[config.mk]
export PLATFORM = sky130hd
export DESIGN_NAME = c_subset_token_scanner_unit
export DESIGN_NICKNAME = d
export VERILOG_FILES = /design/src/rtl/core/cts_pkg.sv /design/src/rtl/core/c_subset_token_scanner_unit.sv /design/src/rtl/core/cts_front.sv /design/src/rtl/core/cts_queue.sv
export SDC_FILE = /design/constraint.sdc
export NUM_CORES = 1
export LEC_CHECK = 0
export BUFFER_PORTS_ARGS = -buffer_cell sky130_fd_sc_hd__buf_2
export CORE_MARGIN = 2
export CORE_UTILIZATION = 63
export DETAILED_ROUTE_END_ITERATION = 8
export PLACE_DENSITY_LB_ADDON = 0.08
export REMOVE_ABC_BUFFERS = 1
export SLEW_MARGIN = 20
export SYNTH_ARGS = -nofsm -noshare
export SYNTH_HDL_FRONTEND = slang
export SYNTH_SLANG_ARGS = --single-unit
[constraint.sdc]
create_clock -name clk -period 6.4 [get_ports clk]
set_input_delay 0.32 -clock clk [delete_from_list [all_inputs] [get_ports clk]]
set_output_delay 0.32 -clock clk [all_outputs]
set_load 0.01 [all_outputs]
[src/rtl/core/cts_pkg.sv]
`timescale 1ns / 1ps
package cts_pkg;

	typedef enum logic [4:0] {
		M_IDLE, M_IDENT, M_NUMBER, M_MINUS, M_PLUS, M_STAR, M_SLASH, M_PCT,
		M_AMP, M_BAR, M_CARET, M_LT, M_LTLT, M_GT, M_GTGT, M_EQ, M_BANG, M_ERROR
	} mode_t;

	localparam logic [5:0] KIND_EOF     = 6'd0;
	localparam logic [5:0] KIND_KEYWORD = 6'd1;
	localparam logic [5:0] KIND_IDENT   = 6'd2;
	localparam logic [5:0] KIND_INT     = 6'd3;
	localparam logic [5:0] KIND_ERROR   = 6'd43;
	localparam logic [30:0] INT_LIMIT   = 31'h7FFF_FFFF;

	typedef struct packed {
		logic [5:0]  kind;
		logic [2:0]  kw;
		logic [30:0] val;
		logic        ovf;
		logic [19:0] start;
		logic [19:0] len;
		logic        last;
	} token_t;

	function automatic logic [5:0] op_alone(mode_t m);
		case (m)
			M_MINUS: return 6'd10;
			M_PLUS:  return 6'd13;
			M_STAR:  return 6'd16;
			M_SLASH: return 6'd18;
			M_PCT:   return 6'd20;
			M_AMP:   return 6'd22;
			M_BAR:   return 6'd25;
			M_CARET: return 6'd28;
			M_LT:    return 6'd30;
			M_LTLT:  return 6'd32;
			M_GT:    return 6'd34;
			M_GTGT:  return 6'd36;
			M_EQ:    return 6'd38;
			M_BANG:  return 6'd40;
			default: return 6'd0;
		endcase
	endfunction

	// keyword character at a given index, zero past the end
	function automatic logic [7:0] kw_char(logic [2:0] k, logic [2:0] i);
		case (k)
			3'd0: case (i) 3'd0: return "i"; 3'd1: return "n"; 3'd2: return "t";
				default: return 8'd0; endcase
			3'd1: case (i) 3'd0: return "v"; 3'd1: return "o"; 3'd2: return "i";
				3'd3: return "d"; default: return 8'd0; endcase
			3'd2: case (i) 3'd0: return "r"; 3'd1: return "e"; 3'd2: return "t";
				3'd3: return "u"; 3'd4: return "r"; 3'd5: return "n";
				default: return 8'd0; endcase
			3'd3: case (i) 3'd0: return "i"; 3'd1: return "f";
				default: return 8'd0; endcase
			3'd4: case (i) 3'd0: return "e"; 3'd1: return "l"; 3'd2: return "s";
				3'd3: return "e"; default: return 8'd0; endcase
			default: return 8'd0;
		endcase
	endfunction

	function automatic logic [2:0] kw_len(logic [2:0] k);
		case (k)
			3'd0: return 3'd3;
			3'd1: return 3'd4;
			3'd2: return 3'd6;
			3'd3: return 3'd2;
			default: return 3'd4;
		endcase
	endfunction

endpackage

[src/rtl/core/c_subset_token_scanner_unit.sv]
`timescale 1ns / 1ps
// Byte-stream C-subset scanner: one source byte is taken per cycle while full is low,
// and each byte yields zero, one or two tokens into a four-entry result queue.
// full rises when fewer than two queue slots are free, so throughput is one byte
// per cycle as long as pop keeps up, since the classifier updates its state on every
// taken byte. Offsets wrap modulo MAX_SOURCE_BYTES.
module c_subset_token_scanner_unit #(
	parameter longint MAX_SOURCE_BYTES = 1048576
) (
	input  logic        clk,
	input  logic        arst_n,
	input  logic        push,
	output logic        full,
	input  logic [7:0]  source_byte,
	input  logic        end_of_input,
	output logic        empty,
	input  logic        pop,
	output logic [5:0]  token_kind,
	output logic [2:0]  keyword_code,
	output logic [30:0] int_value,
	output logic        int_overflow,
	output logic [19:0] text_start,
	output logic [19:0] text_length,
	output logic        last_of_run
);
	import cts_pkg::*;

	localparam int POS_W = $clog2(MAX_SOURCE_BYTES);

	logic       room, take, ev;
	logic [1:0] ec;
	token_t     ea, eb, head;

	assign full = !room;
	assign take = push && room;

	cts_front #(.POS_W(POS_W), .SRC_BYTES(MAX_SOURCE_BYTES)) u_front (
		.clk, .arst_n, .take, .source_byte, .end_of_input,
		.emit_valid(ev), .emit_count(ec), .emit_a(ea), .emit_b(eb)
	);

	cts_queue u_queue (
		.clk, .arst_n, .wr(ev), .wr_count(ec), .wr_a(ea), .wr_b(eb),
		.room, .empty, .pop, .head
	);

	assign token_kind   = head.kind;
	assign keyword_code = head.kw;
	assign int_value    = head.val;
	assign int_overflow = head.ovf;
	assign text_start   = head.start;
	assign text_length  = head.len;
	assign last_of_run  = head.last;
endmodule

[src/rtl/core/cts_front.sv]
`timescale 1ns / 1ps
module cts_front #(
	parameter int     POS_W     = 20,
	parameter longint SRC_BYTES = 1048576
) (
	input  logic             clk,
	input  logic             arst_n,
	input  logic             take,
	input  logic [7:0]       source_byte,
	input  logic             end_of_input,
	output logic             emit_valid,
	output logic [1:0]       emit_count,
	output cts_pkg::token_t  emit_a,
	output cts_pkg::token_t  emit_b
);
	import cts_pkg::*;

	localparam logic [POS_W-1:0] POS_MAX  = POS_W'(SRC_BYTES - 64'd1);
	localparam logic [POS_W-1:0] POS_WRAP = POS_W'(SRC_BYTES);

	mode_t            mode_q, mode_d;
	logic [30:0]      acc_q, acc_d;
	logic             sat_q, sat_d;
	logic [4:0]       cand_q, cand_d;
	logic [POS_W-1:0] pos_q, begin_q, begin_d;

	logic [POS_W-1:0] len_cur;
	logic [34:0]      acc_mul;
	logic [7:0]       c;
	logic             is_start, is_digit, is_eoi, taken;
	token_t           flush_tok, tok [2];
	logic             flush_has;
	logic [1:0]       n;
	logic [5:0]       single;
	mode_t            op_mode;

	assign c        = source_byte;
	assign is_eoi   = end_of_input || (c == 8'd0);
	assign is_start = (c >= "a" && c <= "z") || (c >= "A" && c <= "Z") || c == "_";
	assign is_digit = c >= "0" && c <= "9";
	// span across the wrap of the byte offset
	assign len_cur  = (pos_q >= begin_q) ? pos_q - begin_q : pos_q + POS_WRAP - begin_q;
	assign acc_mul  = {acc_q, 3'b0} + {2'b0, acc_q, 1'b0};

	function automatic logic [4:0] filter(logic [4:0] cand, logic [POS_W-1:0] idx,
			logic [7:0] ch);
		logic [4:0] r;
		r = '0;
		for (int k = 0; k < 5; k++)
			if (cand[k] && idx < POS_W'(kw_len(3'(k))) &&
					kw_char(3'(k), idx[2:0]) == ch)
				r[k] = 1'b1;
		return r;
	endfunction

	function automatic token_t mk(logic [5:0] kind, logic [2:0] kw, logic [30:0] v,
			logic o, logic [POS_W-1:0] s, logic [POS_W-1:0] l);
		token_t t;
		t.kind  = kind;
		t.kw    = kw;
		t.val   = v;
		t.ovf   = o;
		t.start = 20'(s);
		t.len   = 20'(l);
		t.last  = 1'b0;
		return t;
	endfunction

	always_comb begin
		flush_has = 1'b0;
		flush_tok = mk(KIND_EOF, 3'd0, 31'd0, 1'b0, begin_q, len_cur);
		if (mode_q == M_IDENT) begin
			flush_has = 1'b1;
			flush_tok = mk(KIND_IDENT, 3'd0, 31'd0, 1'b0, begin_q, len_cur);
			for (int k = 4; k >= 0; k--)
				if (cand_q[k] && len_cur == POS_W'(kw_len(3'(k))))
					flush_tok = mk(KIND_KEYWORD, 3'(k), 31'd0, 1'b0, begin_q, len_cur);
		end else if (mode_q == M_NUMBER) begin
			flush_has = 1'b1;
			flush_tok = mk(KIND_INT, 3'd0, acc_q, sat_q, begin_q, len_cur);
		end else if (mode_q >= M_MINUS && mode_q <= M_BANG) begin
			flush_has = 1'b1;
			flush_tok = mk(op_alone(mode_q), 3'd0, 31'd0, 1'b0, begin_q, len_cur);
		end
	end

	always_comb begin
		single = 6'd0;
		op_mode = M_IDLE;
		case (c)
			"(": single = 6'd4;
			")": single = 6'd5;
			"{": single = 6'd6;
			"}": single = 6'd7;
			";": single = 6'd8;
			"~": single = 6'd9;
			"-": op_mode = M_MINUS;
			"+": op_mode = M_PLUS;
			"*": op_mode = M_STAR;
			"/": op_mode = M_SLASH;
			"%": op_mode = M_PCT;
			"&": op_mode = M_AMP;
			"|": op_mode = M_BAR;
			"^": op_mode = M_CARET;
			"<": op_mode = M_LT;
			">": op_mode = M_GT;
			"=": op_mode = M_EQ;
			"!": op_mode = M_BANG;
			default: ;
		endcase
	end

	always_comb begin
		mode_d  = mode_q;
		acc_d   = acc_q;
		sat_d   = sat_q;
		cand_d  = cand_q;
		begin_d = begin_q;
		n       = 2'd0;
		tok[0]  = flush_tok;
		tok[1]  = flush_tok;
		taken   = 1'b0;
		if (is_eoi) begin
			if (flush_has) begin
				tok[0] = flush_tok;
				n = 2'd1;
			end
			tok[n[0]] = mk(KIND_EOF, 3'd0, 31'd0, 1'b0, pos_q, '0);
			n = n + 2'd1;
			mode_d = M_IDLE; acc_d = '0; sat_d = 1'b0; cand_d = 5'h1F; begin_d = '0;
		end else if (mode_q != M_ERROR) begin
			if (mode_q == M_IDENT) begin
				if (is_start || is_digit) begin
					taken = 1'b1;
					cand_d = filter(cand_q, len_cur, c);
				end
			end else if (mode_q == M_NUMBER) begin
				if (is_digit) begin
					taken = 1'b1;
					if (acc_mul + 35'(c - "0") > 35'(INT_LIMIT)) begin
						acc_d = INT_LIMIT;
						sat_d = 1'b1;
					end else
						acc_d = 31'(acc_mul + 35'(c - "0"));
				end
			end else if (mode_q >= M_MINUS && mode_q <= M_BANG) begin
				if (c == "=") begin
					taken = 1'b1;
					tok[0] = mk(op_alone(mode_q) + 6'd2 - ((mode_q == M_STAR ||
						mode_q == M_SLASH || mode_q == M_PCT || mode_q == M_CARET ||
						mode_q == M_LT || mode_q == M_GT || mode_q == M_EQ ||
						mode_q == M_BANG || mode_q == M_LTLT || mode_q == M_GTGT)
						? 6'd1 : 6'd0), 3'd0, 31'd0, 1'b0, begin_q, len_cur + 1'b1);
					n = 2'd1;
					mode_d = M_IDLE;
				end else if ((mode_q == M_MINUS && c == "-") ||
						(mode_q == M_PLUS && c == "+") ||
						(mode_q == M_AMP && c == "&") ||
						(mode_q == M_BAR && c == "|")) begin
					taken = 1'b1;
					tok[0] = mk(op_alone(mode_q) + 6'd1, 3'd0, 31'd0, 1'b0, begin_q,
						len_cur + 1'b1);
					n = 2'd1;
					mode_d = M_IDLE;
				end else if (mode_q == M_LT && c == "<") begin
					taken = 1'b1;
					mode_d = M_LTLT;
				end else if (mode_q == M_GT && c == ">") begin
					taken = 1'b1;
					mode_d = M_GTGT;
				end
			end
			if (!taken) begin
				if (flush_has) begin
					tok[0] = flush_tok;
					n = 2'd1;
				end
				mode_d = M_IDLE;
				if (!(c == " " || c == 8'h09 || c == 8'h0D || c == 8'h0A)) begin
					begin_d = pos_q;
					if (single != 6'd0) begin
						tok[n[0]] = mk(single, 3'd0, 31'd0, 1'b0, pos_q, POS_W'(1));
						n = n + 2'd1;
					end else if (op_mode != M_IDLE) begin
						mode_d = op_mode;
					end else if (is_start) begin
						mode_d = M_IDENT;
						cand_d = filter(5'h1F, '0, c);
					end else if (is_digit) begin
						mode_d = M_NUMBER;
						acc_d = 31'(c - "0");
						sat_d = 1'b0;
					end else begin
						tok[n[0]] = mk(KIND_ERROR, 3'd0, 31'd0, 1'b0, pos_q, POS_W'(1));
						n = n + 2'd1;
						mode_d = M_ERROR;
					end
				end
			end
		end
	end

	always_ff @(posedge clk or negedge arst_n) begin
		if (!arst_n) begin
			mode_q  <= M_IDLE;
			acc_q   <= '0;
			sat_q   <= 1'b0;
			cand_q  <= 5'h1F;
			pos_q   <= '0;
			begin_q <= '0;
		end else if (take) begin
			mode_q  <= mode_d;
			acc_q   <= acc_d;
			sat_q   <= sat_d;
			cand_q  <= cand_d;
			begin_q <= begin_d;
			if (is_eoi)
				pos_q <= '0;
			else
				pos_q <= (pos_q == POS_MAX) ? '0 : pos_q + 1'b1;
		end
	end

	always_comb begin
		emit_valid = take && n != 2'd0;
		emit_count = n;
		emit_a = tok[0];
		emit_b = tok[1];
		emit_a.last = (n == 2'd1);
		emit_b.last = 1'b1;
	end

endmodule

[src/rtl/core/cts_queue.sv]
`timescale 1ns / 1ps
module cts_queue (
	input  logic            clk,
	input  logic            arst_n,
	input  logic            wr,
	input  logic [1:0]      wr_count,
	input  cts_pkg::token_t wr_a,
	input  cts_pkg::token_t wr_b,
	output logic            room,
	output logic            empty,
	input  logic            pop,
	output cts_pkg::token_t head
);
	import cts_pkg::*;

	token_t     mem_q [4];
	logic [1:0] rd_q, wr_q;
	logic [2:0] cnt_q;
	logic       do_pop;

	assign empty  = cnt_q == 3'd0;
	assign do_pop = pop && !empty;
	// two free slots needed since an item may cause two tokens
	assign room   = cnt_q <= 3'd2;
	assign head   = mem_q[rd_q];

	always_ff @(posedge clk) begin
		if (wr) begin
			mem_q[wr_q] <= wr_a;
			if (wr_count == 2'd2)
				mem_q[wr_q + 2'd1] <= wr_b;
		end
	end

	always_ff @(posedge clk or negedge arst_n) begin
		if (!arst_n) begin
			rd_q  <= '0;
			wr_q  <= '0;
			cnt_q <= '0;
		end else begin
			if (wr)
				wr_q <= wr_q + wr_count;
			if (do_pop)
				rd_q <= rd_q + 2'd1;
			cnt_q <= cnt_q + (wr ? {1'b0, wr_count} : 3'd0) - {2'b0, do_pop};
		end
	end

	a_no_overflow: assert property (@(posedge clk) disable iff (!arst_n)
		cnt_q <= 3'd4) else $error("queue count beyond depth");
	a_write_room: assert property (@(posedge clk) disable iff (!arst_n)
		wr |-> room) else $error("write without room");
	a_pop_moves: assert property (@(posedge clk) disable iff (!arst_n)
		do_pop && !wr |=> cnt_q == $past(cnt_q) - 3'd1) else $error("pop lost");
endmodule

==> impl_results.md <==
- Largest net degree at the start of global routing: 54
- Finished Layout Cells: 3007
- Cell area after placement: about 0.027 mm2
- Type of origin of the critical path: flop
- Routed length per placed instance: ~25 um
- P_leak: a little over 10 nW
- CP Class: flop to flop
- Dominant cells by area after synthesis: edfxtp_1 (38%), dfrtp_1 (8.1%), mux4_2 (7.2%), ha_1 (4.2%), a22o_1 (3.8%)
- Inserted Diodes: 0
- RD Place Congestion: 0.965
- Root buffer cell: clkbuf_16
- Core Area: between 0.04 and 0.05 mm2
- DR iter-0 viols: around 2100
- #FFs+latches synth: around 420
- Hold WC Path Type: input port to flop
- Port Buffers: 96
- Clk_lat worst skew: just under 0.6 ns
- Post-synth top area share: 0.377
- Wirelength, routed: 74.6 mm
- Worst-Margin Slew: between 1 and 1.5 ns
- Synth area leader: edfxtp_1
- Tcrit/Tclk final: 0.816
- Max Clk Rate: approximately 190 MHz
- Initial antenna violation count: 1
- Vias in the first global route: 20200
- Synth Warn #: 0
- Post-synth EDFFs: between 300 and 400
- Headroom to the max-slew limit: 0.231
- Critical Path Fanout Max: 44
- First-pass GRT wire length: 115 mm
- Cell mode on critical path: a31oi_1
- Total power: around 13 mW
- Layout cell share with drive strength beyond 1: 0.139
- Overflow after GRT: 0
- Post-cts sizing count: 0
- Worst-path clk slew: 0.06 ns
- Die width: 206 um
- # nets final: between 2000 and 3000
- CP Capture Type: flop
- TritonCTS Buffers: between 40 and 50
- Antenna viol nets, final: 0
- Async set or reset register ratio after synthesis: 0.213
- Synth cell types: between 90 and 100
- Sink Count: ~420
- Hold Fails Final Rpt: 0
- CP Cell Sequence: nor3_1 -> nand2_1 -> a31oi_1 -> buf_4 -> inv_1 -> ha_1 -> or4_1 -> a31oi_1 -> o31ai_4 -> o21ai_2 -> nand2_4 -> buf_12
- Setup TNS Final: 0 ns
- Sequential share of the synthesized area: 0.466
- # setup viols final: 0
- GRT Util Overall: 0.353
- H-Tree Depth: 2
- Die height: approximately 210 um
- Post-CTS Setup Bufs: 0
- Hpwl dp: 50.5 mm
- Site row count: between 70 and 80
- DIE AREA: around 0.043 mm2
- Post-Syn Area: ~0.026 mm2
- CP required: between 6 and 7 ns
- CTS tree: built
- Ys flop type: edfxtp_1
- Residual DRC: 0
- Commonest non-fill, non-tap cell in the layout: edfxtp_1
- Slowest cell on crit path: o21ai_2
- Pwr/cell area: around 450 mW/mm2
- Final std cell area, no fill: roughly 0.028 mm2
- Commonest cells after routing, fill and taps aside: edfxtp_1 (324), nor2_1 (250), nand2_1 (194)
- Min Tclk post-route: approximately 5.2 ns
- Clock Path Buffers: 3
- Initial Util: 0.635
- Status: complete, no violations
- RSZ-0062 raised after global routing: no
- Top-level port count: 97
- Max-Cap Viols: 0
- DR vias: approximately 21000
- Crit path DAT: about 5.5 ns
- Worst vdd ir: around 0.28 mV
- Filler Cell Count: between 3000 and 4000
- P&R area growth vs syn: 9.47%
- Clk_skew: between 0.02 and 0.03 ns
- Max-slew violation count: 0
- DR pass1 iterations: 6
- Placed Cells: 2925
- Post-CTS Hold Buffers: 1
- Via-to-Cell Ratio: about 7
- Mapped Cells: 2423
- Mapped Avg Cell Area: 10.7 um2
- CP max stage delay: around 0.65 ns
-- per-layer routing --
layer / GRT usage / vias up / wire, um
li1: - / 9317 / -
met3: 0.0822 / 170 / 7590
met1: 0.477 / 10200 / 29300
met4: 0.127 / 2 / 2390
met2: 0.559 / 1127 / 35400
met5: 0 / - / 13
-- cells in the mapped netlist (all sizes together) (38+ instances only) --
library cell / n
a31oi: 44
nand2: 198
edfxtp: 324
clkbuf: 104
o22ai: 106
xnor2: 38
buf: 72
a22o: 112
nor3: 43
o21ai: 127
ha: 86
nor2: 251
nand3: 50
inv: 83
a21oi: 144
dfrtp: 84
mux4: 83
-- path summary, 6_finish.rpt --
path	depth (start not counted)	startpoint	endpoint	slack (ns)
max in group asynchronous	3	arst_n	u_queue.rd_q[1]	4.95
setup / recovery	12	u_front.mode_q[3]	u_queue.mem_q[0][21]	1.18
hold / removal	3	pop	u_queue.rd_q[0]	0.22
hold reg to reg	1	u_queue.mem_q[3][0]	u_queue.mem_q[3][0]	0.49
setup reg to reg	12	u_front.mode_q[3]	u_queue.mem_q[0][21]	1.18
min in group asynchronous	2	arst_n	u_front.mode_q[4]	0.32
-- through the flow --
stage                     hold slack (ns)  utilization  worst slack, ns
final                               0.224        0.695             1.18
after global routing                0.219        0.695            0.860
after floorplan                    0.0244            -            -2.57
after detailed placement            0.403        0.659             1.17
after global placement              0.408        0.659             1.26
after CTS                           0.203        0.695             1.29
-- cells by family after synthesis --
family / share of synthesized area
AND/OR/NAND/NOR: 0.133
adder cells (fa/ha/maj): 0.0665
multiplexers: 0.0756
AO/OA/AOI/OAI: 0.194
flip-flops: 0.466
buffers and inverters: 0.0410
XOR/XNOR: 0.0231
-- state kept, by name, summed over array words and instances (netlist names) --
register         cells
u_queue.mem_q      328
u_front.acc_q       31
u_front.begin_q     20
u_front.pos_q       20
u_front.cand_q       5
u_front.mode_q       5
u_queue.cnt_q        3
u_queue.rd_q         2
u_queue.wr_q         2
u_front.sat_q        1
-- layout make-up --
type                       instances  area [um2]  share of cell area
inverter                          83         312              0.0110
timing repair buffer             147         906              0.0321
clock inverter                    19         264             0.00934
multi-input combinational       1747       12900               0.456
tap                              532         666              0.0236
sequential                       417       12100               0.426
clock buffer                      62        1190              0.0421
-- worst max-delay path: cells and delay by family, from the launching register on --
family,cells,cell delay [ns]
AND/OR/NAND/NOR,4,1.77
AO/OA/AOI/OAI,4,1.32
buffers and inverters,3,0.84
flip-flops,1,0.60
adder cells (fa/ha/maj),1,0.36
-- power breakdown --
part | internal (mW) | leakage [nW] | switching, mW
sequential | 3.46 | 4.23 | 0.307
combinational | 2.19 | 5.35 | 4.23
clock | 1.48 | 0.683 | 1.08
total | 7.13 | 10.3 | 5.62
Power figures use the tool's default switching activity.
